**src/hw/rtl/three_rotor_reflector_cipher_core_defines.svh**
```systemverilog
// Assertion macros for the three-rotor reflector cipher core.
// Taken in by the files that carry concurrent assertions; no other dependencies.
`ifndef THREE_ROTOR_REFLECTOR_CIPHER_CORE_DEFINES_SVH
`define THREE_ROTOR_REFLECTOR_CIPHER_CORE_DEFINES_SVH

// Condition must hold at every edge out of reset.
`define TRRC_ASSERT_ALWAYS(label, clk, rstn, cond, msg) \
    label: assert property (@(posedge clk) disable iff (!rstn) (cond)) else $error(msg);

// Consequent must hold in the cycle after the antecedent.
`define TRRC_ASSERT_NEXT(label, clk, rstn, ante, cons, msg) \
    label: assert property (@(posedge clk) disable iff (!rstn) (ante) |=> (cons)) \
        else $error(msg);

`endif

```
**src/hw/rtl/trrc_pkg.sv**
```systemverilog
// Shared types, wiring tables and mod-26 helpers for the rotor cipher core.
// No dependencies; used by trrc_cipher_path and the top level.
package trrc_pkg;

    localparam int NLET = 26;

    localparam logic [7:0] CHAR_A = 8'h41;
    localparam logic [7:0] CHAR_Z = 8'h5A;

    typedef logic [4:0] letter_t;
    typedef logic [5:0] phase_t;
    typedef logic [NLET-1:0][4:0] wire_t;

    typedef struct packed {
        letter_t fast;
        letter_t mid;
        letter_t slow;
    } rotor_pos_t;

    typedef enum logic [2:0] {
        REG_FAST_START  = 3'd0,
        REG_MID_START   = 3'd1,
        REG_SLOW_START  = 3'd2,
        REG_MID_PERIOD  = 3'd3,
        REG_SLOW_PERIOD = 3'd4
    } cfg_reg_t;

    localparam letter_t RESET_FAST_START  = 5'd20;
    localparam letter_t RESET_MID_START   = 5'd10;
    localparam letter_t RESET_SLOW_START  = 5'd19;
    localparam phase_t  RESET_MID_PERIOD  = 6'd4;
    localparam phase_t  RESET_SLOW_PERIOD = 6'd11;
    localparam letter_t HALF_TURN         = 5'd13;

    localparam logic [8*NLET-1:0] WIRE_FAST_STR = "VFTYQMDRIOLGHUKZNABWXSJECP";
    localparam logic [8*NLET-1:0] WIRE_MID_STR  = "XGMPSALUFVKHJZTWRCINOBYDQE";
    localparam logic [8*NLET-1:0] WIRE_SLOW_STR = "UCLHXATGZRNFOJBIEVSYWPDMKQ";
    localparam logic [8*NLET-1:0] WIRE_REFL_STR = "GKWRVLSHAJUQPDNIMYFTOEBXZC";

    // (a - n) mod 26 for a, n below 26
    function automatic letter_t sub26(input letter_t a, input letter_t n);
        logic [5:0] d;
        d = {1'b0, a} + 6'(NLET) - {1'b0, n};
        return (d >= 6'(NLET)) ? 5'(d - 6'(NLET)) : 5'(d);
    endfunction

    // (a + n) mod 26 for a, n below 26
    function automatic letter_t add26(input letter_t a, input letter_t n);
        logic [5:0] s;
        s = {1'b0, a} + {1'b0, n};
        return (s >= 6'(NLET)) ? 5'(s - 6'(NLET)) : 5'(s);
    endfunction

    function automatic letter_t inc26(input letter_t a);
        return (a == 5'(NLET - 1)) ? 5'd0 : a + 5'd1;
    endfunction

    function automatic letter_t reduce26(input letter_t a);
        return (a >= 5'(NLET)) ? 5'(a - 5'(NLET)) : a;
    endfunction

    function automatic wire_t str_to_wire(input logic [8*NLET-1:0] s);
        wire_t w;
        for (int k = 0; k < NLET; k++) begin
            w[k] = 5'(s[8*(NLET-1-k) +: 8] - CHAR_A);
        end
        return w;
    endfunction

    function automatic wire_t invert_wire(input wire_t w);
        wire_t r;
        r = '0;
        for (int k = 0; k < NLET; k++) begin
            r[w[k]] = 5'(k);
        end
        return r;
    endfunction

    // Reflector: letter at table position p maps to the letter at p + 13.
    function automatic wire_t build_refl(input wire_t w);
        wire_t inv;
        wire_t r;
        inv = invert_wire(w);
        for (int k = 0; k < NLET; k++) begin
            r[k] = w[add26(inv[k], HALF_TURN)];
        end
        return r;
    endfunction

    localparam wire_t FWD_FAST = str_to_wire(WIRE_FAST_STR);
    localparam wire_t FWD_MID  = str_to_wire(WIRE_MID_STR);
    localparam wire_t FWD_SLOW = str_to_wire(WIRE_SLOW_STR);
    localparam wire_t INV_FAST = invert_wire(FWD_FAST);
    localparam wire_t INV_MID  = invert_wire(FWD_MID);
    localparam wire_t INV_SLOW = invert_wire(FWD_SLOW);
    localparam wire_t REFL     = build_refl(str_to_wire(WIRE_REFL_STR));

endpackage

```
**src/hw/rtl/trrc_cipher_path.sv**
```systemverilog
// Single-pass letter path: three rotors forward, reflector, three rotors back.
// Depends on trrc_pkg for wiring tables and mod-26 helpers.
module trrc_cipher_path
    import trrc_pkg::*;
(
    input  logic [7:0]  char_in,
    input  logic        is_letter,
    input  rotor_pos_t  pos,
    output logic [7:0]  char_out
);

    letter_t l_in;
    letter_t f_fast;
    letter_t f_mid;
    letter_t f_slow;
    letter_t refl;
    letter_t b_slow;
    letter_t b_mid;
    letter_t b_fast;

    always_comb begin
        l_in   = 5'(char_in - CHAR_A);
        f_fast = FWD_FAST[sub26(l_in, pos.fast)];
        f_mid  = FWD_MID[sub26(f_fast, pos.mid)];
        f_slow = FWD_SLOW[sub26(f_mid, pos.slow)];
        refl   = REFL[f_slow];
        b_slow = add26(INV_SLOW[refl], pos.slow);
        b_mid  = add26(INV_MID[b_slow], pos.mid);
        b_fast = add26(INV_FAST[b_mid], pos.fast);
        // non-letters pass untouched
        char_out = is_letter ? (CHAR_A + {3'b000, b_fast}) : char_in;
    end

endmodule

```
**src/hw/rtl/three_rotor_reflector_cipher_core.sv**
```systemverilog
// Three-rotor reflector cipher core: one byte in, one byte out per beat.
// Input register, then result register, between input accept and m_valid.
// One beat per cycle while m_ready keeps up; stepping and table path are combinational.
// Reset (aresetn low, synchronous): start positions 20/10/19, periods 4/11,
// rotors at their start positions, phases cleared, both stages empty.
// Depends on trrc_pkg, trrc_cipher_path and the defines header.
`include "three_rotor_reflector_cipher_core_defines.svh"

module three_rotor_reflector_cipher_core
    import trrc_pkg::*;
(
    input  logic        aclk,
    input  logic        aresetn,

    input  logic        cfg_wr_en,
    input  logic [2:0]  cfg_index,
    input  logic [5:0]  cfg_wdata,

    input  logic        s_valid,
    output logic        s_ready,
    input  logic [7:0]  s_char_in,
    input  logic        s_new_message,

    output logic        m_valid,
    input  logic        m_ready,
    output logic [7:0]  m_char_out
);

    // configuration
    letter_t fast_start_reg, mid_start_reg, slow_start_reg;
    phase_t  mid_period_reg, slow_period_reg;

    // rotor state
    rotor_pos_t pos_reg, pos_next;
    phase_t     mid_phase_reg, mid_phase_next;
    phase_t     slow_phase_reg, slow_phase_next;

    // input stage
    logic       s1_valid_reg, s1_valid_next;
    logic [7:0] s1_char_reg;
    logic       s1_letter_reg;
    rotor_pos_t s1_pos_reg;

    // result stage
    logic       m_valid_reg, m_valid_next;
    logic [7:0] m_char_reg;
    logic [7:0] path_char;

    logic       s2_open;
    logic       s1_advance;
    logic       in_accept;
    logic       in_letter;
    rotor_pos_t cur_pos;
    phase_t     cur_mid_phase, cur_slow_phase;
    phase_t     mid_tick, slow_tick;

    assign s2_open    = !m_valid_reg || m_ready;
    assign s1_advance = s1_valid_reg && s2_open;
    assign s_ready    = !s1_valid_reg || s2_open;
    assign in_accept  = s_valid && s_ready;
    assign in_letter  = s_char_in inside {[CHAR_A:CHAR_Z]};

    assign m_valid    = m_valid_reg;
    assign m_char_out = m_char_reg;

    always_comb begin
        // reload start positions ahead of this beat on a new message
        if (s_new_message) begin
            cur_pos.fast   = reduce26(fast_start_reg);
            cur_pos.mid    = reduce26(mid_start_reg);
            cur_pos.slow   = reduce26(slow_start_reg);
            cur_mid_phase  = '0;
            cur_slow_phase = '0;
        end else begin
            cur_pos        = pos_reg;
            cur_mid_phase  = mid_phase_reg;
            cur_slow_phase = slow_phase_reg;
        end

        mid_tick  = cur_mid_phase + 6'd1;
        slow_tick = cur_slow_phase + 6'd1;

        pos_next        = pos_reg;
        mid_phase_next  = mid_phase_reg;
        slow_phase_next = slow_phase_reg;

        if (in_accept) begin
            pos_next        = cur_pos;
            mid_phase_next  = cur_mid_phase;
            slow_phase_next = cur_slow_phase;
            if (in_letter) begin
                pos_next.fast = inc26(cur_pos.fast);
                if (mid_tick == mid_period_reg) begin
                    mid_phase_next = '0;
                    pos_next.mid   = inc26(cur_pos.mid);
                end else begin
                    mid_phase_next = mid_tick;
                end
                if (slow_tick == slow_period_reg) begin
                    slow_phase_next = '0;
                    pos_next.slow   = inc26(cur_pos.slow);
                end else begin
                    slow_phase_next = slow_tick;
                end
            end
        end

        if (in_accept) begin
            s1_valid_next = 1'b1;
        end else if (s1_advance) begin
            s1_valid_next = 1'b0;
        end else begin
            s1_valid_next = s1_valid_reg;
        end

        m_valid_next = s2_open ? s1_valid_reg : m_valid_reg;
    end

    trrc_cipher_path u_path (
        .char_in   (s1_char_reg),
        .is_letter (s1_letter_reg),
        .pos       (s1_pos_reg),
        .char_out  (path_char)
    );

    always_ff @(posedge aclk) begin
        if (!aresetn) begin
            fast_start_reg  <= RESET_FAST_START;
            mid_start_reg   <= RESET_MID_START;
            slow_start_reg  <= RESET_SLOW_START;
            mid_period_reg  <= RESET_MID_PERIOD;
            slow_period_reg <= RESET_SLOW_PERIOD;
        end else if (cfg_wr_en) begin
            case (cfg_reg_t'(cfg_index))
                REG_FAST_START:  fast_start_reg  <= cfg_wdata[4:0];
                REG_MID_START:   mid_start_reg   <= cfg_wdata[4:0];
                REG_SLOW_START:  slow_start_reg  <= cfg_wdata[4:0];
                REG_MID_PERIOD:  mid_period_reg  <= cfg_wdata;
                REG_SLOW_PERIOD: slow_period_reg <= cfg_wdata;
                default: begin
                    // drop writes beyond the register list
                end
            endcase
        end
    end

    always_ff @(posedge aclk) begin
        if (!aresetn) begin
            pos_reg.fast   <= RESET_FAST_START;
            pos_reg.mid    <= RESET_MID_START;
            pos_reg.slow   <= RESET_SLOW_START;
            mid_phase_reg  <= '0;
            slow_phase_reg <= '0;
            s1_valid_reg   <= 1'b0;
            m_valid_reg    <= 1'b0;
        end else begin
            pos_reg        <= pos_next;
            mid_phase_reg  <= mid_phase_next;
            slow_phase_reg <= slow_phase_next;
            s1_valid_reg   <= s1_valid_next;
            m_valid_reg    <= m_valid_next;
        end
    end

    // payload registers: no reset
    always_ff @(posedge aclk) begin
        if (in_accept) begin
            s1_char_reg   <= s_char_in;
            s1_letter_reg <= in_letter;
            s1_pos_reg    <= cur_pos;
        end
        if (s1_advance) begin
            m_char_reg <= path_char;
        end
    end

    `TRRC_ASSERT_ALWAYS(a_pos_in_range, aclk, aresetn, (pos_reg.fast < 5'(NLET)) && (pos_reg.mid < 5'(NLET)) && (pos_reg.slow < 5'(NLET)), "rotor offset out of range")

    `TRRC_ASSERT_NEXT(a_fast_steps, aclk, aresetn, in_accept && in_letter && !s_new_message, pos_reg.fast == inc26($past(pos_reg.fast)), "fast rotor did not step on a letter")

    `TRRC_ASSERT_NEXT(a_other_holds, aclk, aresetn, in_accept && !in_letter && !s_new_message, $stable(pos_reg) && $stable(mid_phase_reg) && $stable(slow_phase_reg), "non-letter changed rotor state")

    `TRRC_ASSERT_NEXT(a_beat_moves, aclk, aresetn, s1_advance, m_valid_reg, "input stage advanced without filling result stage")

endmodule

```
**config.mk**
```make
export PLATFORM = sky130hd
export DESIGN_NAME = three_rotor_reflector_cipher_core
export DESIGN_NICKNAME = d
export VERILOG_FILES = /design/src/hw/rtl/trrc_pkg.sv /design/src/hw/rtl/trrc_cipher_path.sv /design/src/hw/rtl/three_rotor_reflector_cipher_core.sv
export VERILOG_INCLUDE_DIRS = /design/src /design/src/hw/rtl
export SDC_FILE = /design/constraint.sdc
export NUM_CORES = 1
export LEC_CHECK = 0
export BUFFER_PORTS_ARGS = -buffer_cell sky130_fd_sc_hd__buf_4
export CAP_MARGIN = 5
export CORE_MARGIN = 4
export CORE_UTILIZATION = 55
export DETAILED_ROUTE_END_ITERATION = 10
export GPL_ROUTABILITY_DRIVEN = 1
export HOLD_SLACK_MARGIN = 0.1
export PLACE_DENSITY = 0.68
export SLEW_MARGIN = 15
export SYNTH_ARGS = -nofsm -noshare
export SYNTH_HDL_FRONTEND = slang
export SYNTH_SLANG_ARGS = --single-unit
```
**constraint.sdc**
```tcl
create_clock -name aclk -period 36 [get_ports aclk]
set_input_delay 7.2 -clock aclk [delete_from_list [all_inputs] [get_ports aclk]]
set_output_delay 7.2 -clock aclk [all_outputs]
set_load 0.005 [all_outputs]
```
## Word level (Yosys, flattened, before mapping)

Memories as Yosys holds them, arrays and structs flattened.
Cells that the tools add are included.

| storage, ports and cells | value |
|---|---|
| register bits after elaboration | 88 |
| memory bits (read-only) | 1120 |
| output and inout bits | 10 |
| word-level logic and storage cells | 123 |
| memories | 7 |

Memories:

| memory | words | bits a word | rd ports | clocked after Yosys merged registers in | write ports | line | source |
|---|---|---|---|---|---|---|---|
| (no name shown) | 32 | 5 | 1 | 0 | 0 | trrc_cipher_path.sv:23 | `f_fast = FWD_FAST[sub26(l_in, pos.fast)];` |
| (no name shown) | 32 | 5 | 1 | 0 | 0 | trrc_cipher_path.sv:24 | `f_mid = FWD_MID[sub26(f_fast, pos.mid)];` |
| (no name shown) | 32 | 5 | 1 | 0 | 0 | trrc_cipher_path.sv:25 | `f_slow = FWD_SLOW[sub26(f_mid, pos.slow)];` |
| (no name shown) | 32 | 5 | 1 | 0 | 0 | trrc_cipher_path.sv:26 | `refl = REFL[f_slow];` |
| (no name shown) | 32 | 5 | 1 | 0 | 0 | trrc_cipher_path.sv:27 | `b_slow = add26(INV_SLOW[refl], pos.slow);` |
| (no name shown) | 32 | 5 | 1 | 0 | 0 | trrc_cipher_path.sv:28 | `b_mid = add26(INV_MID[b_slow], pos.mid);` |
| 1 more memories | - | - | - | - | - | - |  |

| operators by class | value |
|---|---|
| $add $sub $neg | 25 |
| order comparisons | 18 |
| eq/ne operators | 9 |
| multiplexer cells | 32 |
| reduce and logical (&&, ||, !) cells | 14 |

Operators by type and width:

| kind | number |
|---|---|
| $mux W5 | 21 |
| $sub A5 B5 Y5 const B | 9 |
| $lt A5 B6 Y1 const B | 7 |
| $ge A6 B5 Y1 const B | 6 |
| $mux W6 | 6 |
| $mux W15 | 2 |
| $add A5 B5 Y6 | 3 |
| $add A5 B5 Y6 const B | 3 |
| $sub A6 B5 Y6 | 3 |
| $add A5 B1 Y5 const B | 3 |
| $eq A5 B5 Y1 const B | 3 |
| $ge A5 B5 Y1 const B | 3 |
| $add A6 B1 Y6 const B | 2 |
| $eq A6 B6 Y1 | 2 |
| $reduce_and A2 Y1 | 5 |
| $add A7 B5 Y8 const A | 1 |
| $ge A8 B7 Y1 const B | 1 |
| $le A8 B7 Y1 const B | 1 |
| $mux W8 | 1 |
| $eq A3 B2 Y1 const B | 2 |
| $sub A5 B1 Y5 const B | 1 |
| $eq A3 B1 Y1 const B | 1 |
| $eq A3 B3 Y1 const B | 1 |
| $logic_and A1 B1 Y1 | 3 |
| other kinds (5) | 8 |

## Longest topological paths before layout

| logic depth | value |
|---|---|
| word-level depth | 38 |
| gate-level depth with buffers | 108 |
| mapped depth without buffers | 106 |

## Cells and area by module

From an unflattened synthesis, not the netlist that was laid out.

| unflattened totals | value |
|---|---|
| cells, all modules | 1100 |
| area, all modules | 8963.6 um^2 |

Modules (own cells, without submodules):

| module | times used | cells each | area each (um^2) | seq. area each (um^2) |
|---|---|---|---|---|
| three_rotor_reflector_cipher_core | 1 | 481 | 4481.8 | 2082.0 |
| trrc_cipher_path | 1 | 619 | 4481.8 | 0.0 |

## Least setup slack after synthesis

OpenSTA, ideal clock, no wires.

| timing | value |
|---|---|
| path type | reg-to-reg |
| start point | reg s1_char_reg[0] |
| end point | reg m_char_reg[3], in the netlist m_char_out[3], data pin |
| setup time | 0.260 ns |
| data arrival time | 18.366 ns |
| required time | 35.740 ns |
| path slack | 17.374 ns |
| cell stages (with the launch flop) | 93 |
| path through | edfxtp_1 inv_1 ha_1 ha_1 inv_1 ha_1 inv_1 fa_1 xor2_1 a21oi_1 a21o_1 mux2i_1 a21oi_1 or2_2 mux2i_1 ha_1 inv_1 ha_1 (+57 left out) mux2i_1 clkbuf_1 o211ai_1 o211ai_1 a21boi_0 ha_1 inv_1 fa_1 inv_1 a21o_1 a21oi_1 xnor2_1 inv_1 o21ai_0 mux2i_1 nand3_1 xor2_1 mux2_2 |

| on the way | value |
|---|---|
| longest elaborated chain between the ends | 38 |
| elaborated cells between the ends (all ways) | 44 |
| those cells by class | add/sub (17); order compare (6); mux (14); memory (7) |

RTL lines:

| element | line | source |
|---|---|---|
| from (decl) | three_rotor_reflector_cipher_core.sv:40 | `logic [7:0] s1_char_reg;` |
| from (signal assigned) | three_rotor_reflector_cipher_core.sv:168 | `s1_char_reg <= s_char_in;` |
| $sub A5 B1 Y5 (*) | trrc_cipher_path.sv:22 | `l_in = 5'(char_in - CHAR_A);` |
| $add A5 B5 Y6 (*) | trrc_pkg.sv:43 | `d = {1'b0, a} + 6'(NLET) - {1'b0, n};` |
| $sub A6 B5 Y6 (*) | trrc_pkg.sv:43 |  |
| $sub A5 B5 Y5 or $ge A6 B5 Y1 (tied branches) | trrc_pkg.sv:44 | `return (d >= 6'(NLET)) ? 5'(d - 6'(NLET)) : 5'(d);` |
| $mux W5 (*) | trrc_pkg.sv:44 |  |
| $mem_v2 Z32 W5 (*) | - |  |
| $mux W5 (implied by the code) (*) | trrc_cipher_path.sv:23 |  |
| $add A5 B5 Y6 (*) | trrc_pkg.sv:43 |  |
| (+23 left out) | - |  |
| $mem_v2 Z32 W5 (*) | - |  |
| $mux W5 (implied by the code) (*) | trrc_cipher_path.sv:29 | `b_fast = add26(INV_FAST[b_mid], pos.fast);` |
| $add A5 B5 Y6 (*) | trrc_pkg.sv:50 | `s = {1'b0, a} + {1'b0, n};` |
| $sub A5 B5 Y5 or $ge A6 B5 Y1 (tied branches) | trrc_pkg.sv:51 | `return (s >= 6'(NLET)) ? 5'(s - 6'(NLET)) : 5'(s);` |
| $mux W5 (*) | trrc_pkg.sv:51 |  |
| $add A7 B5 Y8 (*) | trrc_cipher_path.sv:31 | `char_out = is_letter ? (CHAR_A + {3'b000, b_fast}) : char_in;` |
| $mux W8 (*) | trrc_cipher_path.sv:31 |  |
| named net path_char[3] | three_rotor_reflector_cipher_core.sv:47 | `logic [7:0] path_char;` |
| to (signal assigned) | three_rotor_reflector_cipher_core.sv:173 | `m_char_reg <= path_char;` |
| to (decl) | three_rotor_reflector_cipher_core.sv:46 | `logic [7:0] m_char_reg;` |

The timed path passes the listed nets; every way through them passes the cells marked *. The select of a mux whose other input is x is not followed.
A chain may end at the register's enable or synchronous reset.

## Final worst setup path

Ends and elaborated chain as after synthesis.

==> qor.csv <==
stage,metric,value,unit
run_status,status,"finished, final reports clean",
die,fp.dieW,135,um
clock_tree,numCtsBuffers,9,
timing,rsz0062_at_grt,no,
logic_synthesis,syn-num-nets,1221,
grt,grt.busiest_layer,met2,
logic_synthesis,syn_avg_cell_area,8.19,um^2
logic_synthesis,synth_cell_types,90,
setup_path,critPathLaunchType,flip-flop,
drt,vias_per_cell,5.69,
timing,fin_crit_sh,0.578,
flow_run,drv_cap,0,
setup_path,rr_worst_depth,97,
setup_path,crit_start,s1_char_reg[0],
clock_tree,post_cts_buffers,0,
clock_tree,cts_tree,done,
grt,grt_max_degree,48,
timing,skew,0.00452,ns
cells_and_area,layout-drive-gt1-share,0.0820,
cells_and_area,nNetsFinal,1230,
setup_path,critical_path.most_common_cell,inv_1,
placed_design,globalplace.congestion,0.917,
grt,gr-usage-met1,0.285,
timing,setup_tns,0,ns
setup_path,max_stage_delay,0.75,ns
die,start_util,0.561,
setup_path,cp_slowest_cell,xnor2_1,
grt,grt_pass1_wl,33000,um
setup_path,r2r_slack,15.20,ns
clock_tree,h-tree-depth,3,
drt,drt_first_pass_iters,5,
min_path,worstHoldPathType,flip-flop to flip-flop,
clock_tree,ctsResizeCount,0,
timing,worst_slew_pin_slew,1.03,ns
timing,period_needed,20.80,ns
timing,slew_headroom,0.294,
setup_path,cp-end-kind,flip-flop,
logic_synthesis,synthArstFlopShare,0,
timing,setup_viol,0,
die,dieArea,18200,um^2
logic_synthesis,synth_area_leaders,"ha_1 (15%), dfxtp_1 (13%), edfxtp_1 (11%)",
logic_synthesis,synth-edff-count,32,
logic_synthesis,ys_warn_count,0,
grt,globalRouteMet3Util,0.0250,
logic_synthesis,yosysSeqAreaShare,0.235,
logic_synthesis,synthFlopType,dfxtp_1,
timing,drv_slew,0,
timing,hold_viol,0,
setup_path,rr_endpoint,m_char_out[3],
placed_design,dpl.hpwl,14000,um
cells_and_area,n_antenna_cell,0,
clock_tree,clock_sinks,88,
grt,grt_pass1_vias,7177,
clock_tree,path_clk_slew,0.06,ns
setup_path,setup.worst_path.class,flip-flop to flip-flop,
clock_tree,cts_root_buf,clkbuf_16,
drt,drtIter0Drc,391,
logic_synthesis,synth_top_area_share,0.154,
setup_path,worstPathArrival,20.89,ns
logic_synthesis,synth_area,8870,um^2
grt,grt-ovfl-total,0,
clock_tree,cts_buffer_depth,2,
setup_path,reg2reg_from,s1_char_reg[0],
logic_synthesis,synth_top_cell_by_area,ha_1,
drt,antenna_left,0,
timing,fmax,0.0481,GHz
drt,drcViolationCount,0,
cells_and_area,syn_to_final_growth,7.87,%
clock_tree,clk_latency,0.34,ns
drt,drt-wirelength-per-cell,14.0,um
clock_tree,ctsHoldBuffers,0,
grt,grt_use_met2,0.368,
placed_design,port_buffers,32,
logic_synthesis,syn_inst,1083,
setup_path,crit_path_max_fanout,13,
grt,track_usage,0.213,
logic_synthesis,ys_ff_latch,88,
die,fp.dieH,135,um
drt,via_count,7465,
drt,totalWireLength,18400,um
die,floorplan.rows,46,
setup_path,endpoint,m_char_out[3],
die,io_pins,33,
die,coreArea,15800,um^2
grt,antenna_found_initial,0,
setup_path,crit_required,36.09,ns
-- Yosys cell counts (19+ instances only) --
library cell / number
a21oi_1: 77
edfxtp_1: 32
nor2_1: 89
a21o_1: 21
inv_1: 102
clkbuf_1: 26
ha_1: 109
xnor2_1: 39
nand3_1: 51
o211ai_1: 19
mux2i_1: 40
nand2_1: 99
o21ai_0: 39
nor2b_1: 31
dfxtp_1: 56
xor2_1: 33
-- cell usage in the layout, fill, tap and decap left out, types with 4 or more instances in the layout --
master / Yosys / final
a21o_1: 21 / 21
a21oi_1: 77 / 77
nand2b_1: 8 / 8
o31ai_1: 7 / 7
o211ai_1: 19 / 19
nand2_1: 99 / 99
o21bai_1: 5 / 5
nor2_1: 89 / 89
inv_1: 102 / 102
clkbuf_16: 0 / 10
nor4_1: 5 / 5
ha_1: 109 / 109
edfxtp_1: 32 / 32
a311oi_1: 4 / 4
fa_1: 6 / 6
and2_1: 12 / 12
o211a_1: 4 / 4
buf_4: 4 / 36
xor2_1: 33 / 33
mux2i_1: 40 / 40
and3_1: 10 / 10
nor3_1: 15 / 15
o221ai_1: 8 / 8
o21ai_1: 4 / 4
o21ai_0: 39 / 39
a31oi_1: 14 / 14
nand3_1: 51 / 51
xnor2_1: 39 / 39
mux2_2: 6 / 6
nor2b_1: 31 / 31
a22oi_1: 8 / 8
or3_1: 4 / 4
nand4_1: 6 / 6
a211oi_1: 10 / 10
dfxtp_1: 56 / 56
-- per-layer routing --
layer / vias to the layer above / wire, um
met1: 3453 / 8770
met2: 136 / 8780
li1: 3851 / -
met5: - / 0
met4: 0 / 288
met3: 25 / 578
-- final cells by class --
cell class                      count  area, um^2
Fill cell                        1397        6260
Multi-Input combinational cell    854        6220
Sequential cell                    88        2080
Inverter                          103         387
Timing Repair Buffer               36         270
Tap cell                          216         270
Clock buffer                       11         264
Clock inverter                      5        76.3
-- worst max-delay path: cells and delay by family, from the launching register on --
| family | cells | cell delay (ns) |
|---|---|---|
| simple gates | 8 | 1.82 |
| flops | 1 | 0.39 |
| buf+inv | 21 | 1.63 |
| fa+ha+maj | 22 | 6.79 |
| compound gates | 31 | 5.40 |
| xor+xnor | 10 | 3.16 |
| mux | 5 | 1.33 |
-- stage by stage --
stage	cells	hold WS [ns]	utilization	setup WS, ns	instance area [um^2]
after global placement	1297	0.462	0.583	15.92	9230
after floorplan	1083	0.448	-	17.37	8870
after global routing	1313	0.489	0.605	13.23	9570
final	1313	0.478	0.605	15.20	9570
after CTS	1313	0.480	0.605	15.21	9570
after detailed placement	1297	0.466	0.583	15.28	9230
-- logic make-up after synthesis --
kind of cell,count (synthesis),synth area share
muxes,49,0.0591
DFF,88,0.235
adders and majority gates,115,0.167
and+or+nand+nor,348,0.188
xor gates and xnor gates,75,0.0766
buffers and inverters,141,0.0642
AOI/OAI and AO/OA,267,0.210
-- worst min-delay path by stage --
stage,startpoint,end,slack [ns],cells past startpoint
2_1_floorplan,slow_period_reg[2],slow_period_reg[2],0.45,2
3_3_place_gp,slow_period_reg[5],slow_period_reg[5],0.46,2
3_5_place_dp,slow_period_reg[5],slow_period_reg[5],0.47,2
4_1_cts,slow_period_reg[5],slow_period_reg[5],0.48,2
5_1_grt,slow_period_reg[2],slow_period_reg[2],0.49,2
6_report,slow_period_reg[5],slow_period_reg[5],0.48,2
Power is not shown: default switching activity piles up to over one toggle a cycle in this logic, so the estimate is an artifact.
